==> src/hw/rtl/assert_macros.svh <==
// Assertion macros used by the Q-table update engine RTL.
`ifndef ASSERT_MACROS_SVH
`define ASSERT_MACROS_SVH

// Same-cycle implication, clocked on clk, disabled while rst_n is low.
`define ASSERT_IMPLIES(label, ante, cons, msg) \
    label: assert property (@(posedge clk) disable iff (!rst_n) (ante) |-> (cons)) \
        else $error(msg);

// Next-cycle implication, clocked on clk, disabled while rst_n is low.
`define ASSERT_NEXT(label, ante, cons, msg) \
    label: assert property (@(posedge clk) disable iff (!rst_n) (ante) |=> (cons)) \
        else $error(msg);

`endif

==> src/hw/rtl/qtu_pkg.sv <==
// Shared types and fixed constants of the Q-table update engine.
`timescale 1ns / 1ps

package qtu_pkg;

    // Q values: signed, 24 bits
    localparam int Q_W   = 24;
    localparam int Q_MAX = 8388607;
    localparam int Q_MIN = -8388608;

    // Rates carry 12 fraction bits, 4096 is 1.0
    localparam int RATE_FRAC = 12;
    localparam int RATE_ONE  = 4096;
    localparam int RATE_W    = 13;
    localparam int THR_W     = 17;

    // Word field widths
    localparam int STATE_IN_W = 12;
    localparam int ACT_IN_W   = 2;
    localparam int REWARD_W   = 4;
    localparam int DRAW_W     = 16;

    // Configuration port
    localparam int CFG_DATA_W = 17;
    localparam int CFG_IDX_W  = 2;

    localparam logic [RATE_W-1:0] LR_RESET    = 13'd410;
    localparam logic [RATE_W-1:0] GAMMA_RESET = 13'd3686;
    localparam logic [THR_W-1:0]  THR_RESET   = 17'd6554;

    typedef enum logic [CFG_IDX_W-1:0] {
        CFG_STEP_RATE         = 2'd0,
        CFG_FUTURE_WEIGHT     = 2'd1,
        CFG_EXPLORE_THRESHOLD = 2'd2
    } cfg_index_t;

    // Stage enables from the sequencer to the update datapath
    typedef struct packed {
        logic load_en;
        logic mul1_en;
        logic tgt_en;
        logic mul2_en;
        logic acc_en;
    } dp_ctrl_t;

endpackage

==> src/hw/rtl/qtu_update_dp.sv <==
// Fixed-point Q update: target, weighted blend, floor shift and saturation.
`timescale 1ns / 1ps

module qtu_update_dp #(
    parameter int Q_FRAC_BITS = 12
) (
    input  logic                                 clk,
    input  qtu_pkg::dp_ctrl_t                    ctrl,
    input  logic [qtu_pkg::RATE_W-1:0]           step_rate,
    input  logic [qtu_pkg::RATE_W-1:0]           future_weight,
    input  logic signed [qtu_pkg::REWARD_W-1:0]  reward,
    input  logic signed [qtu_pkg::Q_W-1:0]       cur_q,
    input  logic signed [qtu_pkg::Q_W-1:0]       max_q,
    output logic signed [qtu_pkg::Q_W-1:0]       new_q
);

    localparam int RW    = qtu_pkg::RATE_W + 1;
    localparam int GP_W  = RW + qtu_pkg::Q_W;
    localparam int GS_W  = GP_W - qtu_pkg::RATE_FRAC;
    localparam int RS_W  = qtu_pkg::REWARD_W + Q_FRAC_BITS;
    localparam int TGT_W = ((GS_W > RS_W) ? GS_W : RS_W) + 1;
    localparam int OP_W  = RW + qtu_pkg::Q_W;
    localparam int NP_W  = RW + TGT_W;
    localparam int ACC_W = ((OP_W > NP_W) ? OP_W : NP_W) + 1;
    localparam int SH_W  = ACC_W - qtu_pkg::RATE_FRAC;

    localparam logic signed [SH_W-1:0] SAT_HI = SH_W'(qtu_pkg::Q_MAX);
    localparam logic signed [SH_W-1:0] SAT_LO = SH_W'(qtu_pkg::Q_MIN);

    logic signed [qtu_pkg::Q_W-1:0] cur_reg;
    logic signed [qtu_pkg::Q_W-1:0] max_reg;
    logic signed [GP_W-1:0]         gprod_reg;
    logic signed [OP_W-1:0]         oprod_reg;
    logic signed [TGT_W-1:0]        tgt_reg;
    logic signed [NP_W-1:0]         nprod_reg;
    logic signed [qtu_pkg::Q_W-1:0] new_q_reg;

    logic signed [RW-1:0]           gamma_s;
    logic signed [RW-1:0]           lr_s;
    logic signed [RW-1:0]           wold_s;
    logic signed [GP_W-1:0]         gprod_next;
    logic signed [OP_W-1:0]         oprod_next;
    logic signed [GS_W-1:0]         gshift;
    logic signed [RS_W-1:0]         rscaled;
    logic signed [TGT_W-1:0]        tgt_next;
    logic signed [NP_W-1:0]         nprod_next;
    logic signed [ACC_W-1:0]        acc;
    logic signed [SH_W-1:0]         acc_sh;
    logic signed [qtu_pkg::Q_W-1:0] new_q_next;

    assign gamma_s = $signed({1'b0, future_weight});
    assign lr_s    = $signed({1'b0, step_rate});
    // Weight on the old value goes negative when the rate exceeds one
    assign wold_s  = RW'(qtu_pkg::RATE_ONE) - lr_s;

    assign gprod_next = gamma_s * max_reg;
    assign oprod_next = wold_s * cur_reg;

    // Arithmetic shift is a floor shift
    assign gshift   = $signed(gprod_reg[GP_W-1:qtu_pkg::RATE_FRAC]);
    assign rscaled  = {reward, {Q_FRAC_BITS{1'b0}}};
    assign tgt_next = TGT_W'(rscaled) + TGT_W'(gshift);

    assign nprod_next = lr_s * tgt_reg;

    assign acc    = ACC_W'(oprod_reg) + ACC_W'(nprod_reg);
    assign acc_sh = $signed(acc[ACC_W-1:qtu_pkg::RATE_FRAC]);

    always_comb
    begin
        if (acc_sh > SAT_HI)
        begin
            new_q_next = qtu_pkg::Q_W'(SAT_HI);
        end
        else if (acc_sh < SAT_LO)
        begin
            new_q_next = qtu_pkg::Q_W'(SAT_LO);
        end
        else
        begin
            new_q_next = acc_sh[qtu_pkg::Q_W-1:0];
        end
    end

    always_ff @(posedge clk)
    begin
        if (ctrl.load_en)
        begin
            cur_reg <= cur_q;
            max_reg <= max_q;
        end
        if (ctrl.mul1_en)
        begin
            gprod_reg <= gprod_next;
            oprod_reg <= oprod_next;
        end
        if (ctrl.tgt_en)
        begin
            tgt_reg <= tgt_next;
        end
        if (ctrl.mul2_en)
        begin
            nprod_reg <= nprod_next;
        end
        if (ctrl.acc_en)
        begin
            new_q_reg <= new_q_next;
        end
    end

    assign new_q = new_q_reg;

endmodule

==> config.mk <==
export PLATFORM = sky130hd
export DESIGN_NAME = qtu_update_dp
export DESIGN_NICKNAME = d
export VERILOG_FILES = /design/src/hw/rtl/assert_macros.svh /design/src/hw/rtl/qtu_pkg.sv /design/src/hw/rtl/qtu_update_dp.sv
export SDC_FILE = /design/constraint.sdc
export NUM_CORES = 2
export LEC_CHECK = 0
export BUFFER_PORTS_ARGS = -buffer_cell sky130_fd_sc_hd__buf_2
export CAP_MARGIN = 10
export CORE_UTILIZATION = 41
export CTS_CLUSTER_DIAMETER = 100
export CTS_CLUSTER_SIZE = 30
export DETAILED_ROUTE_END_ITERATION = 12
export HOLD_SLACK_MARGIN = 0.03
export SYNTH_ARGS = -nofsm -noshare
export SYNTH_HDL_FRONTEND = slang
export SYNTH_SLANG_ARGS = --single-unit
==> constraint.sdc <==
create_clock -name clk -period 7.3 [get_ports clk]
set_input_delay 0.365 -clock clk [delete_from_list [all_inputs] [get_ports clk]]
set_output_delay 0.365 -clock clk [all_outputs]
set_load 0.05 [all_outputs]
==> qor.yml <==
status: "completed"
core_area_sq_mm: 0.104
cts_tree: "yes"
clock_latency_ns: 0.56
slew_violations: 0
final_hold_viol_count: 0
drtIter0Drc: 1375
syn_nets: 5729
cts-root-buf: "clkbuf_16"
relSlewSlack: 0.382
yosys.area.top_type: "fa_1"
syn_avg_cell_area_sq_um: 9.86
synth-main-ff-cell: "edfxtp_1"
min-delay-path-class: "in -> reg"
wire_per_inst_microns: 16.5
grt_pass1_wl_microns: 167000
finalWorstSetupSlack_ns: 0.396
wl_microns: 98300
cts_buffer_depth: 3
cts_sinks: 204
ys_warn_count: 0
synth_edf_count: 204
vias_per_cell: 4.91
io_pins: 108
numCtsBuffers: 16
ant_nets: 0
row_count: 118
grt_pass1_vias: 32068
synthesis.area_sq_mm: 0.0433
setup_viol: 0
ys_ff_latch: 204
firstDrtPassIters: 5
place_ws_ns: -0.278
rsz0062_at_grt: "no"
nNetsFinal: 5907
drc: 0
async_reset_ff_frac: 0
crit_type: "in -> reg"
endpoint_kind: "flip-flop"
synth_top_area_frac: 0.429
synthTopCellsByArea: "fa_1 43%, edfxtp_1 14%, ha_1 9.4%"
netlist_instances: 4391
path_clk_slew_ns: 0.07
track_usage: 0.194
cp.arrival_ns: 7.27
period_needed_ns: 6.90
synth_commonest_cells: "928 x fa_1, 918 x inv_1, 575 x nand2_1"
post-route-period-util: 0.946
vias: 29277
cts_max_level: 1
yosys.cell_types.count: 73
largest_reg_flops: 41
clock_skew_ns: 0.0370
fmax_mhz: 145
worstPathMaxFanout: 13
yosysMostFrequentCell: "fa_1"
hpwl_microns: 82500
crit_path_start_kind: "primary input"
drive_above_1_share: 0.0810
die_h_microns: 327
antenna_found_initial: 4
syn2layout_area_growth_pct: 9.88
worst_slew_pin_slew_ns: 0.926
io_buffers: 107
grt-ovfl-total: 0
grt_max_degree: 65
maxCapViolCount: 0
initial_core_util: 0.416
die_w_microns: 327
dieArea_sq_mm: 0.107
required_ns: 7.66
place.gp.congestion: 0.859
seq_area_frac_synth: 0.142
[through the flow]
step	std cells	util	cell area (sq um)	TNS, ns	hold slack (ns)
4_1_cts	5958	0.456	47500	0	0.108
6_report	5961	0.457	47600	0	0.138
2_1_floorplan	4391	-	43300	0	0.400
3_5_place_dp	5881	0.446	46400	-1.94	0.405
5_1_grt	5959	0.457	47600	0	0.124
3_3_place_gp	5881	0.446	46400	-1.20	0.401
[final cells by class]
class	count	area, sq um
Antenna cell	2	5.00
Clock buffer	17	425
Clock inverter	11	173
Fill cell	9932	56500
Inverter	918	3450
Multi-Input combinational cell	3087	33100
Sequential cell	204	6130
Tap cell	1380	1730
Timing Repair Buffer	342	2530
[timing repair]
action | in CTS | in global routing
resized for setup | 0 | 5
endpoints found under the hold margin | 50 | 0
hold buffers | 49 | 0
buffers inserted | 0 | 1
setup endpoints to repair | 0 | 5
[layout by cell type, fill, tap and decap left out, drive strengths merged, types with 6 or more instances in the layout]
| cell | count |
|---|---|
| or2 | 10 |
| xnor2 | 115 |
| a21o | 78 |
| a21oi | 124 |
| and3 | 12 |
| clkbuf | 17 |
| clkinv | 6 |
| nand2b | 15 |
| nand4 | 21 |
| nor3 | 27 |
| a31oi | 7 |
| nand3 | 21 |
| inv | 922 |
| o21bai | 21 |
| o31ai | 7 |
| a211oi | 8 |
| o21a | 16 |
| xor2 | 43 |
| nor2b | 19 |
| edfxtp | 204 |
| o21ai | 61 |
| o211ai | 8 |
| and2 | 472 |
| dlygate4sd3 | 49 |
| fa | 928 |
| a2111oi | 7 |
| buf | 293 |
| nor2 | 95 |
| ha | 326 |
| nand2 | 575 |
[critical path, cell delays in order]
cell,delay [ns]
buf_2,0.16
nor3_1,0.29
nand2_1,0.10
buf_4,0.16
nor4_1,0.18
buf_4,0.18
xnor2_4,0.24
nand2_1,0.17
fa_1,0.55
inv_1,0.06
fa_1,0.55
fa_1,0.43
fa_1,0.45
fa_1,0.53
inv_1,0.06
fa_1,0.47
inv_1,0.04
ha_1,0.28
o21a_1,0.12
nor2_1,0.03
or3b_2,0.51
nor4b_4,0.36
or3_1,0.20
nand2_1,0.10
o31ai_2,0.28
buf_4,0.16
nor4_1,0.04
nor3_1,0.19
[path summary, 6_finish.rpt]
path | start | endpoint | slack [ns] | cells after the start
setup reg to reg | max_reg[8] | gprod_reg[37] | 0.49 | 22
hold / removal | reward[0] | tgt_reg[12] | 0.14 | 2
hold reg to reg | gprod_reg[22] | tgt_reg[10] | 0.42 | 0
setup / recovery | step_rate[2] | oprod_reg[37] | 0.40 | 28
[per-layer routing]
metal / track usage / part of all wire
met2: 0.334 / 0.48
met1: 0.266 / 0.46
met5: 0 / 0.00013
met4: 0.0404 / 0.021
met3: 0.0174 / 0.038
[kinds of logic after synthesis]
kind of cell | count (synthesis) | synth area share
xor+xnor | 158 | 0.0320
compound gates | 383 | 0.0596
buf+inv | 1100 | 0.0960
flops | 204 | 0.142
fa+ha+maj | 1254 | 0.523
simple gates | 1292 | 0.147
Power is left out: the tool's default activity adds up to more than one toggle a clock period on the data nets, which glitch-free logic cannot reach.
