## src/hw/rtl/assert_macros.svh

```systemverilog
// Assertion macros used by the Q-table update engine RTL.
`ifndef ASSERT_MACROS_SVH
`define ASSERT_MACROS_SVH

// Same-cycle implication, clocked on clk, disabled while rst_n is low.
`define ASSERT_IMPLIES(label, ante, cons, msg) \
    label: assert property (@(posedge clk) disable iff (!rst_n) (ante) |-> (cons)) \
        else $error(msg);

// Next-cycle implication, clocked on clk, disabled while rst_n is low.
`define ASSERT_NEXT(label, ante, cons, msg) \
    label: assert property (@(posedge clk) disable iff (!rst_n) (ante) |=> (cons)) \
        else $error(msg);

`endif

```

## src/hw/rtl/qtu_pkg.sv

```systemverilog
// Shared types and fixed constants of the Q-table update engine.
`timescale 1ns / 1ps

package qtu_pkg;

    // Q values: signed, 24 bits
    localparam int Q_W   = 24;
    localparam int Q_MAX = 8388607;
    localparam int Q_MIN = -8388608;

    // Rates carry 12 fraction bits, 4096 is 1.0
    localparam int RATE_FRAC = 12;
    localparam int RATE_ONE  = 4096;
    localparam int RATE_W    = 13;
    localparam int THR_W     = 17;

    // Word field widths
    localparam int STATE_IN_W = 12;
    localparam int ACT_IN_W   = 2;
    localparam int REWARD_W   = 4;
    localparam int DRAW_W     = 16;

    // Configuration port
    localparam int CFG_DATA_W = 17;
    localparam int CFG_IDX_W  = 2;

    localparam logic [RATE_W-1:0] LR_RESET    = 13'd410;
    localparam logic [RATE_W-1:0] GAMMA_RESET = 13'd3686;
    localparam logic [THR_W-1:0]  THR_RESET   = 17'd6554;

    typedef enum logic [CFG_IDX_W-1:0] {
        CFG_STEP_RATE         = 2'd0,
        CFG_FUTURE_WEIGHT     = 2'd1,
        CFG_EXPLORE_THRESHOLD = 2'd2
    } cfg_index_t;

    // Stage enables from the sequencer to the update datapath
    typedef struct packed {
        logic load_en;
        logic mul1_en;
        logic tgt_en;
        logic mul2_en;
        logic acc_en;
    } dp_ctrl_t;

endpackage

```

## src/hw/rtl/qtu_row_max.sv

```systemverilog
// First maximum of one row of Q values.
`timescale 1ns / 1ps

module qtu_row_max #(
    parameter int ACTION_COUNT = 4,
    localparam int IDX_W = $clog2(ACTION_COUNT)
) (
    input  logic [ACTION_COUNT*qtu_pkg::Q_W-1:0] row,
    output logic [IDX_W-1:0]                     best_idx,
    output logic signed [qtu_pkg::Q_W-1:0]       best_val
);

    // Strict compare keeps the lowest index among equal maxima
    always_comb
    begin
        best_idx = '0;
        best_val = $signed(row[qtu_pkg::Q_W-1:0]);
        for (int i = 1; i < ACTION_COUNT; i++)
        begin
            if ($signed(row[i*qtu_pkg::Q_W +: qtu_pkg::Q_W]) > best_val)
            begin
                best_val = $signed(row[i*qtu_pkg::Q_W +: qtu_pkg::Q_W]);
                best_idx = IDX_W'(i);
            end
        end
    end

endmodule

```

## config.mk

```make
export PLATFORM = sky130hd
export DESIGN_NAME = qtu_row_max
export DESIGN_NICKNAME = d
export VERILOG_FILES = /design/src/hw/rtl/assert_macros.svh /design/src/hw/rtl/qtu_pkg.sv /design/src/hw/rtl/qtu_row_max.sv
export SDC_FILE = /design/constraint.sdc
export NUM_CORES = 1
export LEC_CHECK = 0
export ABC_AREA = 1
export BUFFER_PORTS_ARGS = -buffer_cell sky130_fd_sc_hd__buf_2
export CORE_MARGIN = 2
export CORE_UTILIZATION = 45
export DETAILED_ROUTE_END_ITERATION = 16
export GPL_ROUTABILITY_DRIVEN = 0
export GPL_TIMING_DRIVEN = 0
export PLACE_DENSITY = 0.89
export SLEW_MARGIN = 10
export SYNTH_ARGS = -nofsm -noshare
export SYNTH_HDL_FRONTEND = slang
export SYNTH_SLANG_ARGS = --single-unit
```

## constraint.sdc

```tcl
create_clock -name vclk -period 5.1
set_input_delay 0.255 -clock vclk [all_inputs]
set_output_delay 0.255 -clock vclk [all_outputs]
set_load 0.01 [all_outputs]
```

==> results.json, run 1 <==
{
  "final_common_cell": "nand2_1",
  "slew-limit-headroom": 0.569,
  "setup_violations": 26,
  "clkbuf_count": 0,
  "layout_common_cells": "86 x nand2_1, 83 x buf_2, 69 x nand2_2, 56 x buf_4, 51 x inv_1",
  "crit_buf_inv": 11,
  "worst_slack_ns": -1.44,
  "rsz0062_at_grt": "yes",
  "antenna_left": 0,
  "fin_crit_sh": 1.28,
  "syn_to_final_growth_pct": 95.2,
  "min_path_type": "primary input to output port",
  "ff_latch_area_um2": 0,
  "vias": 5583,
  "dieWidth_um": 85.2,
  "ys_warn_count": 0,
  "antenna_cells": 0,
  "vias_per_cell": 7.12,
  "utilization": 0.912,
  "seq_area_frac_synth": 0,
  "avgSynthCellArea_um2": 5.72,
  "final_cell_area_mm2": 0.00579,
  "crit_required_ns": 4.85,
  "slew_viol_final": 0,
  "critPathMaxStageDelay_ns": 0.46,
  "hp-start": "row[84]",
  "routedWlPerCell_um": 26.0,
  "cp_slowest_cell": "o21ai_0",
  "port_buffers": 122,
  "grt_start_max_net_pins": 11,
  "synth_top_area_frac": 0.295,
  "cp_data_arrival_time_ns": 6.29,
  "hpwl_um": 8490,
  "startpoint_type": "primary input",
  "drv_cap": 0,
  "ys_types": 29,
  "crit_top_cell": "nand2_1",
  "postRouteWirelength_um": 20400,
  "path_class": "primary input to output port",
  "fmax_mhz": 153,
  "num-nets-final": 875,
  "synthCells": 519,
  "syn_area_mm2": 0.00297,
  "globalRouteOverflowTotal": 0,
  "drc": 0,
  "irDropWorstVdd_v": 0.000484,
  "first_global_vias": 5017,
  "dpl_cell_area_mm2": 0.00383,
  "critPathMaxFanout": 8,
  "die_h_um": 85.2,
  "period_minus_slack_ns": 6.54,
  "initial_core_util": 0.467,
  "die-area_mm2": 0.00726,
  "grt_usage": 0.381,
  "cpLargestDelayFamily": "simple AND/OR/NAND/NOR gates",
  "drive_above_1_share": 0.614,
  "grt_pass1_wl_um": 22800,
  "synthesis.nets": 685,
  "ys_top_cells_by_area": "ha_1 30%, nand2_1 21%, inv_1 9.6%",
  "tightest_slew_ns": 0.639,
  "n_sequential_cell": 0,
  "p_leak_uw": 0.00305,
  "hold_path_depth": 4,
  "drt-initial-drc-count": 1077,
  "hold_end": "best_val[12]",
  "yosys.area.top_type": "ha_1",
  "coreArea_mm2": 0.00635,
  "first_pass_iters": 12,
  "pin_count": 122,
  "status": "finished with violations",
  "violations": "negative setup slack",
  "powerDensity_mw_per_mm2": 425,
  "grt_antenna_before_repair": 0,
  "num_rows": 29,
  "hold_viol": 0,
  "cp-end-kind": "output port"
}
-- power by group --
group          switching (µW)  internal, µW  total, µW
Clock                       0             0          0
Sequential                  0             0          0
Combinational            1330          1130       2460
Total                    1330          1130       2460
-- synth_stat cells (2+ instances only) --
cell type and number:
a21oi_1 25, ha_1 70, nand2_2 24, nor2_1 15, nand3_2 3, o21ai_0 25, inv_1 76, nand4_1 33
inv_2 3, and2_1 2, buf_6 3, clkbuf_1 9, o221ai_1 3, nand3_4 2, nand3_1 39, nor2_2 2
nand2_1 164, a211oi_1 3, nor3_1 4, buf_2 5
-- cells by family after synthesis --
family	count (synthesis)	share of synthesized area
AO/OA/AOI/OAI	62	0.115
buffers and inverters	96	0.131
AND/OR/NAND/NOR	290	0.456
XOR/XNOR	1	0.00295
adder cells (fa/ha/maj)	70	0.295
-- metal layers --
layer	vias up	track usage	wire [µm]
met2	727	0.640	8420
li1	2114	-	-
met4	0	0.255	2480
met3	299	0.0778	2890
met5	-	0	0
met1	2443	0.432	6580
-- area by class of cell --
type | count | area (µm²)
fillers | 210 | 557
repair buffers | 188 | 1450
multi-input cells | 423 | 3690
inverters | 79 | 320
plain buffers | 17 | 238
well taps | 77 | 96.3
-- worst max path at each step --
stage                     cells past startpoint  slack, ns     from            to
after floorplan                              42      0.003  row[13]  best_val[10]
after global placement                       38      -0.86  row[15]   best_val[6]
after detailed placement                     38      -1.08  row[15]  best_val[16]
after global routing                         39      -1.56  row[34]   best_val[1]
after CTS                                    44      -0.37  row[15]  best_val[16]
final                                        41      -1.44   row[3]  best_val[23]
-- metrics by stage --
stage	power, µW	setup TNS (ns)	instances	hold slack (ns)	worst slack (ns)
after floorplan	847	0	519	0.623	0.00325
after global placement	1170	-21.10	718	0.812	-0.860
after detailed placement	1220	-26.30	718	0.814	-1.08
after CTS	1750	-8.67	763	0.799	-0.369
after global routing	2500	-38.72	784	0.829	-1.56
final	2460	-35.54	784	0.815	-1.44
-- timing repair --
action                     in CTS  in global routing
hold buffers                    0                  0
setup buffers                  43                 20
cloned                          2                  2
gates resized for setup       162                154
setup endpoints to repair      26                 26
pin swaps                      71                 76
Note: power is estimated with default switching activity, not from simulation.
==> run 2: changes to the inputs <==
--- a/config.mk
+++ b/config.mk
@@ -12,8 +12,9 @@
 export DETAILED_ROUTE_END_ITERATION = 16
 export GPL_ROUTABILITY_DRIVEN = 0
 export GPL_TIMING_DRIVEN = 0
-export PLACE_DENSITY = 0.89
+export PLACE_DENSITY = 0.86
 export SLEW_MARGIN = 10
 export SYNTH_ARGS = -nofsm -noshare
 export SYNTH_HDL_FRONTEND = slang
 export SYNTH_SLANG_ARGS = --single-unit
+export TNS_END_PERCENT = 5
==> constraint.sdc (replaced) <==
create_clock -name vclk -period 7.6
set_input_delay 0.38 -clock vclk [all_inputs]
set_output_delay 0.38 -clock vclk [all_outputs]
set_load 0.005 [all_outputs]
==> run 2 against run 1 <==
  * The flow now finishes without violations
  * Sequential share of layout area stayed put
  * Hold slack improved by 0.23 ns
  * Final cell count down 8.4%
  * Non-clock buffer count decreased by 66
  * Final area shrank 37%
  * Sequential cell count unchanged
  * Die area is the same
==> results.json, run 2 (same netlist as run 1, synthesis figures left out) <==
{
  "status": "finished clean",
  "num-nets-final": 809,
  "gr-max-usage-layer": "met2",
  "vias": 3748,
  "crit_buf_inv": 10,
  "layout_common_cells": "164 x nand2_1, 127 x buf_2, 76 x inv_1, 70 x ha_1, 39 x nand3_1",
  "drc": 0,
  "critPathMaxFanout": 10,
  "grt_antenna_before_repair": 0,
  "first_pass_iters": 6,
  "final_cells": 718,
  "rsz0062_at_grt": "no",
  "antenna_left": 0,
  "clkbuf_count": 0,
  "startpoint_type": "primary input",
  "num_rows": 29,
  "port_buffers": 122,
  "tightest_slew_ns": 0.508,
  "slew-limit-headroom": 0.658,
  "fin_crit_sh": 0.900,
  "cpLargestDelayFamily": "simple AND/OR/NAND/NOR gates",
  "p_leak_uw": 0.00234,
  "drive_above_1_share": 0.261,
  "slew_viol_final": 0,
  "globalRouteOverflowTotal": 0,
  "critPathMaxStageDelay_ns": 0.34,
  "grt_use_met1": 0.300,
  "postRouteWirelength_um": 8970,
  "min_path_type": "primary input to output port",
  "grt_start_max_net_pins": 11,
  "syn_to_final_growth_pct": 23.9,
  "drv_cap": 0,
  "final.setup.tns_ns": 0,
  "first_global_vias": 3468,
  "irDropWorstVdd_v": 0.000170,
  "fmax_mhz": 146,
  "crit_required_ns": 7.22,
  "n_sequential_cell": 0,
  "hpwl_um": 8270,
  "place_inst": 718,
  "vias_per_cell": 5.22,
  "routedWlPerCell_um": 12.5,
  "grt_usage": 0.239,
  "hold_viol": 0,
  "path_class": "primary input to output port",
  "powerDensity_mw_per_mm2": 190,
  "cp-end-kind": "output port",
  "antenna_cells": 0,
  "met2_usage": 0.454,
  "pin_count": 122,
  "ff_latch_area_um2": 0,
  "setup_violations": 0,
  "crit_top_cell": "nand2_1",
  "initial_core_util": 0.467,
  "drt-initial-drc-count": 134,
  "die_h_um": 85.2,
  "die-area_mm2": 0.00726,
  "cp_data_arrival_time_ns": 6.46,
  "dieWidth_um": 85.2,
  "cp_slowest_cell": "clkbuf_1",
  "coreArea_mm2": 0.00635,
  "grt_pass1_wl_um": 14800,
  "grt_use_met3": 0.00875,
  "final_common_cell": "nand2_1",
  "period_minus_slack_ns": 6.84
}
[run 2: changes by cell type in the layout (fill, tap and decap cells not counted), moves of 18 or more]
cell	delta
buf_2	+44
buf_4	-56
buf_6	-44
ha_1	+37
ha_4	-36
inv_1	+25
inv_2	-18
nand2_1	+78
nand2_2	-45
nand2_4	-33
[run 2: path summary, 6_finish.rpt]
path | startpoint | endpoint | slack (ns) | depth (start not counted)
hold / removal | row[83] | best_val[11] | 1.04 | 4
setup / recovery | row[15] | best_val[21] | 0.76 | 40
[run 2: routing by layer]
metal,up-vias,wire (µm)
met1,1633,3800
met4,0,149
met2,120,4560
met3,14,451
met5,-,0
li1,1981,-
[run 2: worst min-delay path: stages]
cell and delay (ns):
buf_2 0.09, nand2_1 0.05, nand2_1 0.05, buf_2 0.10
[run 2: cell type report]
| class | instances | area [µm²] |
|---|---|---|
| inverter | 79 | 297 |
| buffer | 17 | 95.1 |
| multi-input combinational | 423 | 2580 |
| tap | 77 | 96.3 |
| fill | 638 | 2670 |
| timing repair buffer | 122 | 611 |
[run 2: stage by stage]
stage               hold slack (ns)  power [µW]  instance area, µm²  setup slack, ns  utilization
floorplan                     0.857         455                2970             1.93            -
global placement               1.04         669                3670            0.757        0.579
detailed placement             1.05         694                3670            0.639        0.579
CTS                            1.05         695                3670            0.625        0.579
global route                   1.08         798                3680           0.0404        0.579
finish                         1.04         699                3680            0.761        0.579
[run 2: timing repair]
item	CTS	global route
endpoints found under the setup margin	0	20
hold buffers	0	0
buffers inserted	0	0
resized for setup	0	4
[run 2: report_power, final]
part	switching, µW	internal (µW)	leakage [µW]	total (µW)
logic	414	285	0.00234	699
clock network	0	0	0	0
registers	0	0	0	0
==> run 3: changes to the inputs <==
--- a/config.mk
+++ b/config.mk
@@ -12,6 +12,7 @@
 export DETAILED_ROUTE_END_ITERATION = 16
 export GPL_ROUTABILITY_DRIVEN = 0
 export GPL_TIMING_DRIVEN = 0
+export MAX_ROUTING_LAYER = met4
 export PLACE_DENSITY = 0.86
 export SLEW_MARGIN = 10
 export SYNTH_ARGS = -nofsm -noshare
==> constraint.sdc (replaced) <==
create_clock -name vclk -period 7.6
set_input_delay 0.76 -clock vclk [all_inputs]
set_output_delay 0.76 -clock vclk [all_outputs]
set_load 0.005 [all_outputs]
==> run 3 against run 2 <==
  * Final area is 1.3% higher
  * First-iteration DRC count is 6.0% higher
  * Utilization is 0.73 points higher
  * Routed wire length is 1.0% higher
  * Critical path type unchanged
  * Largest cell class unchanged
  * Final cell count is 0.28% higher
  * Setup slack worse by 0.24 ns
  * Sequential share of layout area stayed put
==> results.json, run 3 (same netlist as run 1, synthesis figures left out) <==
{
  "grt_pass1_wl_um": 14900,
  "die_h_um": 85.2,
  "status": "finished clean",
  "power_uw": 721,
  "netSwitchingFraction": 0.583,
  "hold_ws_ns": 1.81,
  "slew-limit-headroom": 0.659,
  "setup_violations": 0,
  "crit_required_ns": 6.84,
  "first_pass_iters": 4,
  "grt_start_max_net_pins": 11,
  "powerDensity_mw_per_mm2": 194,
  "place_inst": 718,
  "drv_cap": 0,
  "hold_viol": 0,
  "cp_slowest_cell": "ha_1",
  "path_class": "primary input to output port",
  "routedWlPerCell_um": 12.6,
  "switchingPower_uw": 421,
  "vias_per_cell": 5.19,
  "period_minus_slack_ns": 7.08,
  "ff_latch_area_um2": 0,
  "fmax_mhz": 141,
  "slew_viol_final": 0,
  "port_buffers": 122,
  "num-nets-final": 811,
  "coreArea_mm2": 0.00635,
  "p_leak_uw": 0.00236,
  "min_path_type": "primary input to output port",
  "power.internal_uw": 300,
  "pin_count": 122,
  "tightest_slew_ns": 0.506,
  "die-area_mm2": 0.00726,
  "final_cells": 720,
  "n_sequential_cell": 0,
  "fin_crit_sh": 0.931,
  "globalRouteOverflowTotal": 0,
  "syn_to_final_growth_pct": 25.5,
  "irDropWorstVdd_v": 0.000169,
  "grt_antenna_before_repair": 0,
  "layout_common_cells": "163 x nand2_1, 128 x buf_2, 75 x inv_1, 70 x ha_1, 38 x nand3_1",
  "hpwl_um": 8270,
  "antenna_left": 0,
  "grt_usage": 0.247,
  "critPathMaxFanout": 10,
  "num_rows": 29,
  "critPathMaxStageDelay_ns": 0.38,
  "final_common_cell": "nand2_1",
  "post-place-ws_ns": -0.121,
  "worst_slack_ns": 0.523,
  "startpoint_type": "primary input",
  "clockPowerShare": 0,
  "crit_buf_inv": 10,
  "cp-end-kind": "output port",
  "first_global_vias": 3469,
  "antenna_cells": 0,
  "cts_hold_buffers": 0,
  "cp_data_arrival_time_ns": 6.32,
  "drc": 0,
  "drt-initial-drc-count": 142,
  "dieWidth_um": 85.2,
  "pwr-share-comb": 1.000,
  "clkbuf_count": 0,
  "postRouteWirelength_um": 9060,
  "seqPwrFrac": 0,
  "drive_above_1_share": 0.280,
  "initial_core_util": 0.467,
  "crit_top_cell": "nand2_1",
  "cpLargestDelayFamily": "simple AND/OR/NAND/NOR gates",
  "vias": 3737
}
[run 3: what timing repair did]
item	4_1_cts	5_1_grt
gates resized for setup	2	23
setup buffers	0	2
setup endpoints to repair	20	26
pin swaps	0	3
[run 3: per-stage QoR]
step,TNS (ns),cell area [µm²],util
3_5_place_dp,-1.71,3670,0.579
6_report,0,3720,0.586
2_1_floorplan,0,2970,-
4_1_cts,0,3680,0.579
3_3_place_gp,-0.00322,3670,0.579
5_1_grt,-0.0000324,3720,0.586
[run 3: power groups by stage]
stage | clock network [µW] | logic (µW) | registers (µW)
2_1_floorplan | 0 | 455 | 0
3_3_place_gp | 0 | 669 | 0
3_5_place_dp | 0 | 694 | 0
4_1_cts | 0 | 698 | 0
5_1_grt | 0 | 817 | 0
6_report | 0 | 721 | 0
[run 3: worst paths after layout]
kind	to	start	cells after the start	slack [ns]
setup / recovery	best_val[6]	row[23]	41	0.52
hold / removal	best_val[11]	row[83]	4	1.81
[run 3: cell type report]
| class | count | area, µm² |
|---|---|---|
| plain buffers | 17 | 106 |
| repair buffers | 124 | 626 |
| inverters | 79 | 297 |
| multi-input cells | 423 | 2600 |
| well taps | 77 | 96.3 |
| fillers | 634 | 2630 |
[run 3: per-layer routing]
layer	track usage	share of wire	up-vias
li1	-	-	1980
met1	0.301	0.42	1624
met2	0.453	0.50	113
met3	0.00875	0.047	20
met4	0.0447	0.023	0
met5	-	0	-
